### config.mk
export PLATFORM = sky130hd
export DESIGN_NAME = gforce_peak_hold_tracker
export DESIGN_NICKNAME = d
export VERILOG_FILES = /design/src/design/gphtrk_pkg.sv /design/src/design/gforce_peak_hold_tracker.sv /design/src/design/gphtrk_isqrt.sv
export SDC_FILE = /design/constraint.sdc
export NUM_CORES = 2
export LEC_CHECK = 0
export CORE_AREA = 2 2 300 302
export DETAILED_ROUTE_END_ITERATION = 16
export DIE_AREA = 0 0 302 304
export DONT_BUFFER_PORTS = 1
export SETUP_SLACK_MARGIN = 0.1
export SYNTH_ARGS = -nofsm -noshare
export SYNTH_HDL_FRONTEND = slang
export SYNTH_SLANG_ARGS = --single-unit
export TNS_END_PERCENT = 1
### constraint.sdc
create_clock -name clk_i -period 16.24 [get_ports clk_i]
set_input_delay 0.812 -clock clk_i [delete_from_list [all_inputs] [get_ports clk_i]]
set_output_delay 0.812 -clock clk_i [all_outputs]
set_load 0.02 [all_outputs]
### src/design/gphtrk_pkg.sv
package gphtrk_pkg;

  localparam int SAMPLE_W = 16;
  localparam int LINGER_W = 10;
  localparam int SMOOTH_W = 9;
  localparam int ROOT_W   = 16;
  localparam int RAD_W    = 2 * ROOT_W;
  localparam int MUL_W    = SAMPLE_W + 2;
  localparam int PROD_W   = 2 * MUL_W;
  localparam int ADDR_W   = 4;
  localparam int DATA_W   = 32;

  localparam logic [SMOOTH_W-1:0] SMOOTH_MAX = SMOOTH_W'(256);
  localparam logic [SMOOTH_W-1:0] SMOOTH_RST = SMOOTH_W'(64);
  localparam logic [LINGER_W-1:0] LINGER_RST = LINGER_W'(60);
  localparam logic [SAMPLE_W-1:0] PEAK_THRESH = SAMPLE_W'(13);

  typedef enum logic [1:0] {
    REG_SMOOTH = 2'd0,
    REG_LINGER = 2'd1,
    REG_SHOW   = 2'd2
  } reg_idx_e;

  typedef enum logic [3:0] {
    ST_IDLE,
    ST_MUL_LAT,
    ST_ADD_LAT,
    ST_MUL_LON,
    ST_ADD_LON,
    ST_SQ_A,
    ST_SQ_B,
    ST_SQ_SUM,
    ST_ROOT_GO,
    ST_ROOT,
    ST_PEAK,
    ST_DONE
  } state_e;

endpackage

### src/design/gforce_peak_hold_tracker.sv
// Peak-hold G tracker. One request carries a frame of lateral and longitudinal
// acceleration (signed Q7.8) plus valid, crashed and clear flags; each request
// yields exactly one result with the EMA-smoothed felt G, its magnitude, and the
// held peak marker with its visibility. From acceptance to result an item runs
// the EMA on the shared 18x18 multiplier (lateral multiply and add, then
// longitudinal multiply and add), then two magnitude passes (raw sample, then
// smoothed vector) with a peak update between them, and then loads the output
// register. Each pass squares both axes, adds the squares and runs the 16-step
// bit-serial square root with its start and done handshake; a new request is
// taken only once the previous one is through. in_stall_o stays high from acceptance
// until the result is moved into the output register; a waiting result does not
// block the next request. Registers at 0x0 (smooth_factor), 0x4 (linger_frames)
// and 0x8 (show_marker) must be written by the user through the APB port only
// while the block is idle; the block itself does not enforce this.
module gforce_peak_hold_tracker (
  input  logic                            clk_i,
  input  logic                            rst_ni,

  input  logic                            in_valid_i,
  output logic                            in_stall_o,
  input  logic signed [gphtrk_pkg::SAMPLE_W-1:0] accel_lateral_i,
  input  logic signed [gphtrk_pkg::SAMPLE_W-1:0] accel_longitudinal_i,
  input  logic                            sample_valid_i,
  input  logic                            crashed_i,
  input  logic                            clear_tracking_i,

  output logic                            out_valid_o,
  input  logic                            out_stall_i,
  output logic signed [gphtrk_pkg::SAMPLE_W-1:0] smooth_lateral_o,
  output logic signed [gphtrk_pkg::SAMPLE_W-1:0] smooth_longitudinal_o,
  output logic [gphtrk_pkg::SAMPLE_W-1:0] live_magnitude_o,
  output logic signed [gphtrk_pkg::SAMPLE_W-1:0] peak_lateral_o,
  output logic signed [gphtrk_pkg::SAMPLE_W-1:0] peak_longitudinal_o,
  output logic [gphtrk_pkg::SAMPLE_W-1:0] peak_magnitude_o,
  output logic                            peak_visible_o,
  output logic                            live_valid_o,

  input  logic                            psel,
  input  logic                            penable,
  input  logic                            pwrite,
  input  logic [gphtrk_pkg::ADDR_W-1:0]   paddr,
  input  logic [gphtrk_pkg::DATA_W-1:0]   pwdata,
  output logic [gphtrk_pkg::DATA_W-1:0]   prdata,
  output logic                            pready
);
  import gphtrk_pkg::*;

  localparam logic signed [SAMPLE_W-1:0] SMAX = {1'b0, {(SAMPLE_W-1){1'b1}}};
  localparam logic signed [SAMPLE_W-1:0] SMIN = {1'b1, {(SAMPLE_W-1){1'b0}}};

  function automatic logic signed [SAMPLE_W-1:0] neg_sat(input logic signed [SAMPLE_W-1:0] v);
    if (v == SMIN) begin
      return SMAX;
    end
    return -v;
  endfunction

  // configuration
  logic [SMOOTH_W-1:0] smooth_q;
  logic [LINGER_W-1:0] linger_cfg_q;
  logic                show_q;
  logic                cfg_wr;
  reg_idx_e            cfg_idx;

  assign pready  = 1'b1;
  assign cfg_wr  = psel & penable & pwrite;
  assign cfg_idx = reg_idx_e'(paddr[3:2]);

  always_ff @(posedge clk_i or negedge rst_ni) begin
    if (!rst_ni) begin
      smooth_q     <= SMOOTH_RST;
      linger_cfg_q <= LINGER_RST;
      show_q       <= 1'b1;
    end else if (cfg_wr) begin
      case (cfg_idx)
        REG_SMOOTH: smooth_q     <= pwdata[SMOOTH_W-1:0];
        REG_LINGER: linger_cfg_q <= pwdata[LINGER_W-1:0];
        REG_SHOW:   show_q       <= pwdata[0];
        default: ;
      endcase
    end
  end

  always_comb begin
    case (cfg_idx)
      REG_SMOOTH: prdata = DATA_W'(smooth_q);
      REG_LINGER: prdata = DATA_W'(linger_cfg_q);
      REG_SHOW:   prdata = DATA_W'(show_q);
      default:    prdata = '0;
    endcase
  end

  // sequencer and datapath state
  state_e state_q, state_d;

  logic signed [SAMPLE_W-1:0] lat_q, lon_q;
  logic                       valid_q, crashed_q, just_q, was_crashed_q, pass_q;
  logic signed [SAMPLE_W-1:0] s_lat_q, s_lon_q;
  logic signed [SAMPLE_W-1:0] m_lat_q, m_lon_q;
  logic [SAMPLE_W-1:0]        m_mag_q, cur_q, live_mag_q;
  logic [LINGER_W-1:0]        linger_q;
  logic signed [PROD_W-1:0]   prod_q;
  logic [RAD_W-1:0]           acc_q;

  logic                       out_valid_q;
  logic signed [SAMPLE_W-1:0] o_s_lat_q, o_s_lon_q, o_m_lat_q, o_m_lon_q;
  logic [SAMPLE_W-1:0]        o_live_mag_q, o_m_mag_q;
  logic                       o_vis_q, o_live_q;

  logic                       accept;
  logic                       load_out;
  logic                       root_start;
  logic                       root_done;
  logic [ROOT_W-1:0]          root;

  logic signed [MUL_W-1:0]    mul_a, mul_b;
  logic signed [PROD_W-1:0]   mul_p;
  logic [SMOOTH_W-1:0]        k_eff;
  logic signed [SAMPLE_W-1:0] sq_a, sq_b, ema_s;
  logic signed [PROD_W-1:0]   ema_sum;
  logic signed [SAMPLE_W-1:0] ema_res;

  logic was_eff, do_clear;

  assign accept     = in_valid_i & ~in_stall_o;
  assign in_stall_o = (state_q != ST_IDLE);
  assign k_eff      = (smooth_q > SMOOTH_MAX) ? SMOOTH_MAX : smooth_q;
  assign mul_p      = mul_a * mul_b;

  assign sq_a = pass_q ? s_lat_q : lat_q;
  assign sq_b = pass_q ? s_lon_q : lon_q;

  assign ema_s   = (state_q == ST_ADD_LAT) ? s_lat_q : s_lon_q;
  assign ema_sum = PROD_W'(ema_s) + (prod_q >>> 8);
  always_comb begin
    if (ema_sum > PROD_W'(SMAX)) begin
      ema_res = SMAX;
    end else if (ema_sum < PROD_W'(SMIN)) begin
      ema_res = SMIN;
    end else begin
      ema_res = ema_sum[SAMPLE_W-1:0];
    end
  end

  assign was_eff  = clear_tracking_i ? 1'b0 : was_crashed_q;
  assign do_clear = clear_tracking_i | (was_eff & ~crashed_i);

  // next state
  always_comb begin
    state_d = state_q;
    case (state_q)
      ST_IDLE:    if (accept) state_d = ST_MUL_LAT;
      ST_MUL_LAT: state_d = ST_ADD_LAT;
      ST_ADD_LAT: state_d = ST_MUL_LON;
      ST_MUL_LON: state_d = ST_ADD_LON;
      ST_ADD_LON: state_d = ST_SQ_A;
      ST_SQ_A:    state_d = ST_SQ_B;
      ST_SQ_B:    state_d = ST_SQ_SUM;
      ST_SQ_SUM:  state_d = ST_ROOT_GO;
      ST_ROOT_GO: state_d = ST_ROOT;
      ST_ROOT:    if (root_done) state_d = pass_q ? ST_DONE : ST_PEAK;
      ST_PEAK:    state_d = ST_SQ_A;
      ST_DONE:    if (!out_valid_q || !out_stall_i) state_d = ST_IDLE;
      default:    state_d = ST_IDLE;
    endcase
  end

  // sequencer outputs
  always_comb begin
    mul_a      = '0;
    mul_b      = '0;
    root_start = 1'b0;
    load_out   = 1'b0;
    case (state_q)
      ST_MUL_LAT: begin
        mul_a = MUL_W'(lat_q) - MUL_W'(s_lat_q);
        mul_b = MUL_W'({1'b0, k_eff});
      end
      ST_MUL_LON: begin
        mul_a = MUL_W'(lon_q) - MUL_W'(s_lon_q);
        mul_b = MUL_W'({1'b0, k_eff});
      end
      ST_SQ_A: begin
        mul_a = MUL_W'(sq_a);
        mul_b = MUL_W'(sq_a);
      end
      ST_SQ_B: begin
        mul_a = MUL_W'(sq_b);
        mul_b = MUL_W'(sq_b);
      end
      ST_ROOT_GO: root_start = 1'b1;
      ST_DONE:    load_out   = !out_valid_q || !out_stall_i;
      default: ;
    endcase
  end

  gphtrk_isqrt u_isqrt (
    .clk_i   (clk_i),
    .rst_ni  (rst_ni),
    .start_i (root_start),
    .rad_i   (acc_q),
    .done_o  (root_done),
    .root_o  (root)
  );

  always_ff @(posedge clk_i or negedge rst_ni) begin
    if (!rst_ni) begin
      state_q       <= ST_IDLE;
      was_crashed_q <= 1'b0;
      s_lat_q       <= '0;
      s_lon_q       <= '0;
      m_lat_q       <= '0;
      m_lon_q       <= '0;
      m_mag_q       <= '0;
      linger_q      <= '0;
      out_valid_q   <= 1'b0;
      pass_q        <= 1'b0;
    end else begin
      state_q     <= state_d;
      out_valid_q <= load_out | (out_valid_q & out_stall_i);
      case (state_q)
        ST_IDLE: begin
          if (accept) begin
            was_crashed_q <= crashed_i;
            pass_q        <= 1'b0;
            if (do_clear) begin
              s_lat_q  <= '0;
              s_lon_q  <= '0;
              m_lat_q  <= '0;
              m_lon_q  <= '0;
              m_mag_q  <= '0;
              linger_q <= '0;
            end
          end
        end
        ST_ADD_LAT: s_lat_q <= valid_q ? ema_res : '0;
        ST_ADD_LON: s_lon_q <= valid_q ? ema_res : '0;
        ST_ROOT:    if (root_done && !pass_q) pass_q <= 1'b1;
        ST_PEAK: begin
          if (valid_q && !crashed_q) begin
            if ((SAMPLE_W+1)'(cur_q) > (SAMPLE_W+1)'(m_mag_q) + (SAMPLE_W+1)'(PEAK_THRESH)) begin
              m_mag_q  <= cur_q;
              m_lat_q  <= lat_q;
              m_lon_q  <= lon_q;
              linger_q <= '0;
            end else if ((SAMPLE_W+1)'(cur_q) + (SAMPLE_W+1)'(PEAK_THRESH)
                         < (SAMPLE_W+1)'(m_mag_q)
                         && linger_q == '0 && m_mag_q > PEAK_THRESH) begin
              linger_q <= linger_cfg_q;
            end else if (linger_q != '0) begin
              linger_q <= linger_q - LINGER_W'(1);
              if (linger_q == LINGER_W'(1)) m_mag_q <= '0;
            end
          end else if (crashed_q) begin
            // seed on crash onset; otherwise hold the marker frozen
            if (just_q && valid_q && linger_q == '0 && cur_q > PEAK_THRESH) begin
              m_lat_q  <= lat_q;
              m_lon_q  <= lon_q;
              m_mag_q  <= cur_q;
              linger_q <= linger_cfg_q;
            end
          end else begin
            linger_q <= '0;
            m_mag_q  <= '0;
          end
        end
        default: ;
      endcase
    end
  end

  always_ff @(posedge clk_i) begin
    if (accept) begin
      lat_q     <= neg_sat(accel_lateral_i);
      lon_q     <= neg_sat(accel_longitudinal_i);
      valid_q   <= sample_valid_i;
      crashed_q <= crashed_i;
      just_q    <= crashed_i & ~was_eff;
    end
    case (state_q)
      ST_MUL_LAT, ST_MUL_LON, ST_SQ_A: prod_q <= mul_p;
      ST_SQ_B: begin
        acc_q  <= prod_q[RAD_W-1:0];
        prod_q <= mul_p;
      end
      ST_SQ_SUM: acc_q <= acc_q + prod_q[RAD_W-1:0];
      ST_ROOT: begin
        if (root_done) begin
          if (pass_q) live_mag_q <= SAMPLE_W'(root);
          else        cur_q      <= SAMPLE_W'(root);
        end
      end
      default: ;
    endcase
    if (load_out) begin
      o_s_lat_q    <= s_lat_q;
      o_s_lon_q    <= s_lon_q;
      o_live_mag_q <= live_mag_q;
      o_m_lat_q    <= m_lat_q;
      o_m_lon_q    <= m_lon_q;
      o_m_mag_q    <= m_mag_q;
      o_vis_q      <= (show_q | crashed_q) && linger_q != '0 && m_mag_q > PEAK_THRESH;
      o_live_q     <= valid_q;
    end
  end

  assign out_valid_o           = out_valid_q;
  assign smooth_lateral_o      = o_s_lat_q;
  assign smooth_longitudinal_o = o_s_lon_q;
  assign live_magnitude_o      = o_live_mag_q;
  assign peak_lateral_o        = o_m_lat_q;
  assign peak_longitudinal_o   = o_m_lon_q;
  assign peak_magnitude_o      = o_m_mag_q;
  assign peak_visible_o        = o_vis_q;
  assign live_valid_o          = o_live_q;

endmodule

### src/design/gphtrk_isqrt.sv
module gphtrk_isqrt (
  input  logic                          clk_i,
  input  logic                          rst_ni,
  input  logic                          start_i,
  input  logic [gphtrk_pkg::RAD_W-1:0]  rad_i,
  output logic                          done_o,
  output logic [gphtrk_pkg::ROOT_W-1:0] root_o
);
  import gphtrk_pkg::*;

  localparam int CNT_W = $clog2(ROOT_W);
  localparam int REM_W = ROOT_W + 4;

  logic [RAD_W-1:0]  rad_q;
  logic [REM_W-1:0]  rem_q;
  logic [ROOT_W-1:0] root_q;
  logic [CNT_W-1:0]  cnt_q;
  logic              busy_q;
  logic              done_q;

  logic [REM_W-1:0]  rem_sh;
  logic [REM_W-1:0]  trial;
  logic              fits;

  // restoring root: two radicand bits in, one root bit out per cycle
  assign rem_sh = {rem_q[REM_W-3:0], rad_q[RAD_W-1 -: 2]};
  assign trial  = REM_W'({root_q, 2'b01});
  assign fits   = rem_sh >= trial;

  always_ff @(posedge clk_i or negedge rst_ni) begin
    if (!rst_ni) begin
      busy_q <= 1'b0;
      done_q <= 1'b0;
      cnt_q  <= '0;
    end else begin
      done_q <= 1'b0;
      if (start_i) begin
        busy_q <= 1'b1;
        cnt_q  <= '0;
      end else if (busy_q) begin
        cnt_q <= cnt_q + CNT_W'(1);
        if (cnt_q == CNT_W'(ROOT_W - 1)) begin
          busy_q <= 1'b0;
          done_q <= 1'b1;
        end
      end
    end
  end

  always_ff @(posedge clk_i) begin
    if (start_i) begin
      rad_q  <= rad_i;
      rem_q  <= '0;
      root_q <= '0;
    end else if (busy_q) begin
      rad_q <= {rad_q[RAD_W-3:0], 2'b00};
      if (fits) begin
        rem_q  <= rem_sh - trial;
        root_q <= {root_q[ROOT_W-2:0], 1'b1};
      end else begin
        rem_q  <= rem_sh;
        root_q <= {root_q[ROOT_W-2:0], 1'b0};
      end
    end
  end

  assign done_o = done_q;
  assign root_o = root_q;

endmodule

* Word level (Yosys, flattened, before mapping)
Cells that the tools add are included.
** Word-level totals
- Bits in registers :: 422
- Latch bits :: 0
- RAM bits :: 0
- Memory bits (read-only) :: 0
- Bits of input ports :: 78
- Logic and storage cells :: 213
- Memories kept :: 0
** Cells by class
- Add/sub/neg operators :: 11
- Multipliers :: 1
- Divide/modulo/power cells :: 0
- Magnitude comparators :: 8
- Equality and inequality tests :: 30
- Shifts and indexed selects :: 0
- Multiplexer cells :: 73
- Bitwise operators :: 13
- Reductions and logical operators :: 41
** Operator list (number)
- 2-to-1 mux 16 bit :: 27
- one-hot mux 16 bit (2 select lines) :: 5
- 2-to-1 mux 10 bit :: 8
- one-hot mux 18 bit (4 select lines) :: 1
- 2-to-1 mux 32 bit :: 2
- one-hot mux 32 bit (2 select lines) :: 1
- one-hot mux 18 bit (3 select lines) :: 1
- one-hot mux 4 bit (11 select lines) :: 1
- multiplier 18 x 18 -> 36 bit :: 1
- adder 16 x 4 -> 17 bit, second input constant :: 2
- subtractor 16 x 16 -> 17 bit :: 2
- adder 32 bit :: 1
- equality test 16 bit, second input constant :: 2
- > comparator 16 x 4 -> 1 bit, second input constant :: 2
- negation 16 bit :: 2
- one-hot mux 10 bit (3 select lines) :: 1
- adder 16 x 28 -> 29 bit :: 1
- > comparator 29 x 16 -> 1 bit, second input constant :: 1
- less-than comparator 29 x 16 -> 1 bit, second input constant :: 1
- equality test 4 bit, second input constant :: 5
- >= comparator 20 x 18 -> 1 bit :: 1
- 2-to-1 mux 4 bit :: 5
- one-hot mux 10 bit (2 select lines) :: 1
- 2-to-1 mux 18 bit :: 1
- 39 further kinds :: 102

* Logic depth before layout (Yosys ltp)
- Depth after elaboration :: 8
- Depth in mapped cells :: 38

* By module
From an unflattened synthesis, not the netlist that was laid out.
** Unflattened totals
- Cells, all modules :: 3474
- Area, all modules :: 35103.7 sq um
** Modules (own cells, without submodules)
- gforce_peak_hold_tracker :: times used 1, cells each 3109, area an instance 31208.7 sq um, sequential area each 9932.0 sq um
- gphtrk_isqrt :: times used 1, cells each 365, area an instance 3895.0 sq um, sequential area each 1791.7 sq um

* Worst setup path after synthesis
No wires, ideal clock.
- Path kind :: register -> register
- From :: reg s_lon_q[0]
- To :: reg prod_q[35], data pin
- Data arrival time :: 8230 ps
- Path slack :: 7750 ps
- Cell stages (with the launch flop) :: 32
- Buffers on the path :: 0
- Period minus slack after synthesis :: 8490 ps
- Path through :: dfrtp_1 ha_1 fa_1 nor2b_1 o21ai_0 a21boi_0 o21ai_0 a21boi_0 o21ai_0 a31oi_1 a21oi_1 nor4_2 o21ai_1 and2_1 fa_1 inv_1 fa_1 inv_1 ha_1 fa_1 fa_1 inv_1 fa_1 inv_1 ha_1 o221ai_1 o311a_1 or4_1 a21o_1 nand2_1 a21oi_1 xnor2_1
** Between the ends
- Word-level cells in the longest chain between the ends :: 3
- Elaborated cells on any way between the ends :: 5
** Ends and longest elaborated chain
- start: declaration :: line gforce_peak_hold_tracker.sv:98 : logic signed [SAMPLE_W-1:0] s_lat_q, s_lon_q;
- start signal: assignment :: line gforce_peak_hold_tracker.sv:237 : ST_ADD_LON: s_lon_q <= valid_q ? ema_res : '0;
- subtractor 16 x 16 -> 17 bit / 2-to-1 mux 16 bit (equally long branches) :: line gforce_peak_hold_tracker.sv:180, gforce_peak_hold_tracker.sv:131
- one-hot mux 18 bit (4 select lines) / one-hot mux 18 bit (3 select lines) (equally long branches) :: line gforce_peak_hold_tracker.sv:174 : case (state_q)
- multiplier 18 x 18 -> 36 bit (*) :: line gforce_peak_hold_tracker.sv:128 : assign mul_p = mul_a * mul_b;
- named net mul_p[35] :: line gforce_peak_hold_tracker.sv:117 : logic signed [PROD_W-1:0] mul_p;
- end signal: assignment :: line gforce_peak_hold_tracker.sv:281 : ST_MUL_LAT, ST_MUL_LON, ST_SQ_A: prod_q <= mul_p;
- end signal: assignment :: line gforce_peak_hold_tracker.sv:284 : prod_q <= mul_p;
- end: declaration :: line gforce_peak_hold_tracker.sv:102 : logic signed [PROD_W-1:0] prod_q;
Mark *: on every way through the listed nets, which the timed path passes. The rest lies on a longest branch.
A chain may end at the register's enable or synchronous reset.

* Final worst setup path
Ends and elaborated chain as after synthesis.

==> summary.md <==
| Metric | Value |
|---|---|
| Kind of critical path | flip-flop to flip-flop |
| Largest net degree at the start of global routing | 118 |
| Sequential area share after synthesis | 33.3% |
| Hold Path Class | input pin to async pin |
| CTS Sinks | 422 |
| Routed WL | 90.3 mm |
| Detail Placement HPWL | 70.7 mm |
| PortBufs | 0 |
| Status | completed |
| Final period utilization | 63.4% |
| DP Cell Count | 4709 |
| Synth cell types | 94 |
| Minimum clock period | 10300 ps |
| Reg clk slew, reported paths | 60 ps |
| Max_slew headroom | 29.3% |
| Initial core utilization | 39.5% |
| Htree depth | 2 |
| Core Box Area | 0.0890 mm² |
| WL/cell | 18.8 µm |
| Syn_area_per_cell | 9.75 µm² |
| Root buffer cell | clkbuf_16 |
| Max-Cap Viols | 0 |
| Resize count post-CTS | 0 |
| TritonRoute pass-1 iters | 7 |
| IO Count | 211 |
| Starting DRT DRC Count | 1789 |
| Max VDD drop | 0.151 mV |
| Switching Share | 49.1% |
| Fmax | 0.0971 GHz |
| Clock buffer depth | 3 |
| Worst Path Max Fanout | 7 |
| P_sw | 4.08 mW |
| CTS Hold Bufs | 1 |
| Antenna fix cells | 0 |
| PwrDens | 219 mW/mm² |
| Post-synth EDFFs | 265 |
| Synth Warn # | 0 |
| Global-route wire length before repair | 145 mm |
| Final hold viol count | 0 |
| Reg2reg setup slack | 5940 ps |
| Clk pwr share | 12.6% |
| Initial antenna violation count | 1 |
| Remaining Overflow, GRT | 0 |
| CP endpoint kind | flip-flop |
| RSZ-0062 raised after global routing | no |
| Post-synth top flop | edfxtp_1 |
| Most frequent CP cell | fa_1 |
| Vias in the first global route | 25500 |
| Remaining DRCs | 0 |
| Final Setup Violations | 0 |
| Comb pwr share | 64.9% |
| Die area | 0.0918 mm² |
| Filler instances | 8611 |
| Net count, final | 4222 |
| Setup crit start kind | flip-flop |
| Sequential power share | 22.5% |
| Final Power | 8.32 mW |
| Mapped Cells | 3611 |
| Max-slew violations | 0 |
| Synthesized cell area | 0.0352 mm² |
| Die X | 302 µm |
| Vias per inst | 5.28 |
| Power Internal | 4.24 mW |
| Clk_skew | 35.7 ps |
| Pleak | 16.8 nW |
| CTS tree | yes |
| WP data arrival | 10600 ps |
| Asr flop ratio synth | 29.1% |
| FF+latch count, synth | 422 |
| Vias | 25300 |
| Post-DP Area | 0.0365 mm² |
| Fin cells | 4794 |
| Critical Path RT | 16540 ps |
| Post-route ant nets | 0 |
| Setup TNS | 0 ps |
| Post-CTS Repair Setup Buffers | 0 |
| Layout cells sized above 1 | 5.20% |
| CP max stage delay | 710 ps |
| Crit-path slowest cell | nor4_2 |
| CTS buffer count | 46 |
| Finished Cell Area | 0.0380 mm² |
| Syn-to-layout area delta | 7.89% |
| Clk_lat worst skew | 600 ps |
| Placement Rows | 110 |
| Overall Global Routing Usage | 20.1% |
| Die H | 304 µm |
| Slew @ Worst Pin | 1060 ps |
| Routability cong. | 0.925 |
-- cells in the final DEF (no fill, tap or decap), drive strengths merged, types with 12 or more instances in the layout --
cell type and n:
o22ai 21, buf 41, nor4 24, clkbuf 67
a31oi 18, and2 39, a21o 60, clkinv 13
ha 245, o21ai 187, a211oi 19, a221o 31
xnor2 112, nand3 45, nor3 51, conb 23
fa 317, nand2b 36, o211ai 14, inv 542
nor2 215, dfrtp 117, nand4 26, a22o 21
mux2i 70, a21oi 152, mux2 25, nor2b 34
or2 14, dfxtp 34, edfxtp 265, nand2 489
xor2 64, o21bai 12, and3 19, o21a 16
-- power by group through the flow --
stage	combinational [mW]	sequential, mW	clock (mW)
after floorplan	4.10	1.76	0
after global placement	5.35	1.88	0
after detailed placement	5.40	1.89	0
after CTS	5.44	1.87	1.07
after global routing	6.20	1.90	1.12
final	5.40	1.87	1.05
-- area by class of cell --
| cell class | instances | area [µm²] | area share [%] |
|---|---|---|---|
| multi-input cells | 2530 | 20900 | 55.1 |
| clock inverters | 17 | 194 | 0.511 |
| clock buffers | 67 | 1300 | 3.43 |
| flip-flops and latches | 422 | 11700 | 30.9 |
| well taps | 1176 | 1470 | 3.87 |
| repair buffers | 41 | 328 | 0.863 |
| inverters | 541 | 2030 | 5.35 |
-- cell families after synthesis --
group | synth area share (%)
and+or+nand+nor | 13.2
buffers and inverters | 7.62
AOI/OAI and AO/OA | 11.9
adders and majority gates | 26.7
DFF | 33.3
xor gates and xnor gates | 4.38
muxes | 2.79
other | 0.0213
-- worst paths after layout --
kind	cells after the start	start	end
min in group clk_i	0	crashed_i	crashed_q$_DFFE_PP_
setup reg to reg	35	s_lon_q[0]$_DFFE_PN0P_	prod_q[35]$_DFFE_PP_
hold reg to reg	0	m_lat_q[2]$_DFFE_PN0P_	peak_lateral_o[2]$_DFFE_PP_
max in group asynchronous	1	rst_ni	u_isqrt.busy_q$_DFF_PN0_
hold / removal	0	rst_ni	linger_cfg_q[5]$_DFFE_PN1P_
setup / recovery	35	s_lon_q[0]$_DFFE_PN0P_	prod_q[35]$_DFFE_PP_
-- critical path: cells and delay by family, from the launching register on --
kind,cells,cell delay [ps]
simple gates,8,2070
compound gates,12,3250
xor+xnor,1,160
buf+inv,5,310
flops,1,440
fa+ha+maj,9,3740
-- metrics by stage --
| stage | hold slack (ps) | utilization [%] | setup WS [ps] |
|---|---|---|---|
| finish | 50.2 | 42.6 | 5940 |
| global route | 38.4 | 42.6 | 5230 |
| CTS | 29.3 | 42.6 | 6130 |
| detailed placement | 406 | 40.9 | 6180 |
| global placement | 402 | 40.9 | 6260 |
| floorplan | 400 | - | 7750 |
-- registers in the layout, summed over array words and instances, names as in the netlist, 18 cells and up --
signal         count
acc_q             32
prod_q            36
u_isqrt.rad_q     32
u_isqrt.rem_q     18
-- metal layers --
metal  vias to the layer above  wire (µm)  track usage, %
met1                     12500      39200            27.3
met2                       678      43500            33.7
met5                         -         22               0
li1                      12000          -               -
met3                       127       5340            2.83
met4                         4       2330            5.34
-- synthesized netlist by cell type (7+ instances only) --
cell	instances	area share, %
a211oi_1	18	0.38
a21boi_0	11	0.23
a21o_1	60	1.3
a21oi_1	149	2.1
a221o_1	31	0.88
a22o_1	21	0.52
a31oi_1	17	0.30
and2_1	38	0.68
and3_1	19	0.34
buf_1	9	0.096
buf_4	24	0.51
clkbuf_1	96	1.0
dfrtp_1	117	8.3
dfxtp_1	34	1.9
edfxtp_1	265	23
fa_1	317	18
ha_1	245	8.7
inv_1	540	5.8
mux2_2	25	0.80
mux2i_1	70	2.0
nand2_1	489	5.2
nand2b_1	36	0.64
nand3_1	45	0.64
nand4_1	26	0.46
nor2_1	214	2.3
nor2b_1	34	0.60
nor3_1	51	0.73
nor4_1	23	0.41
o211ai_1	13	0.28
o21a_1	16	0.34
o21ai_0	175	2.5
o21ai_1	12	0.17
o21bai_1	12	0.26
o22ai_1	21	0.37
o31a_1	7	0.17
o31ai_1	10	0.21
or2_2	13	0.23
or3_1	10	0.18
xnor2_1	112	2.8
xor2_1	64	1.6
Note: power is estimated with default switching activity, not from simulation.
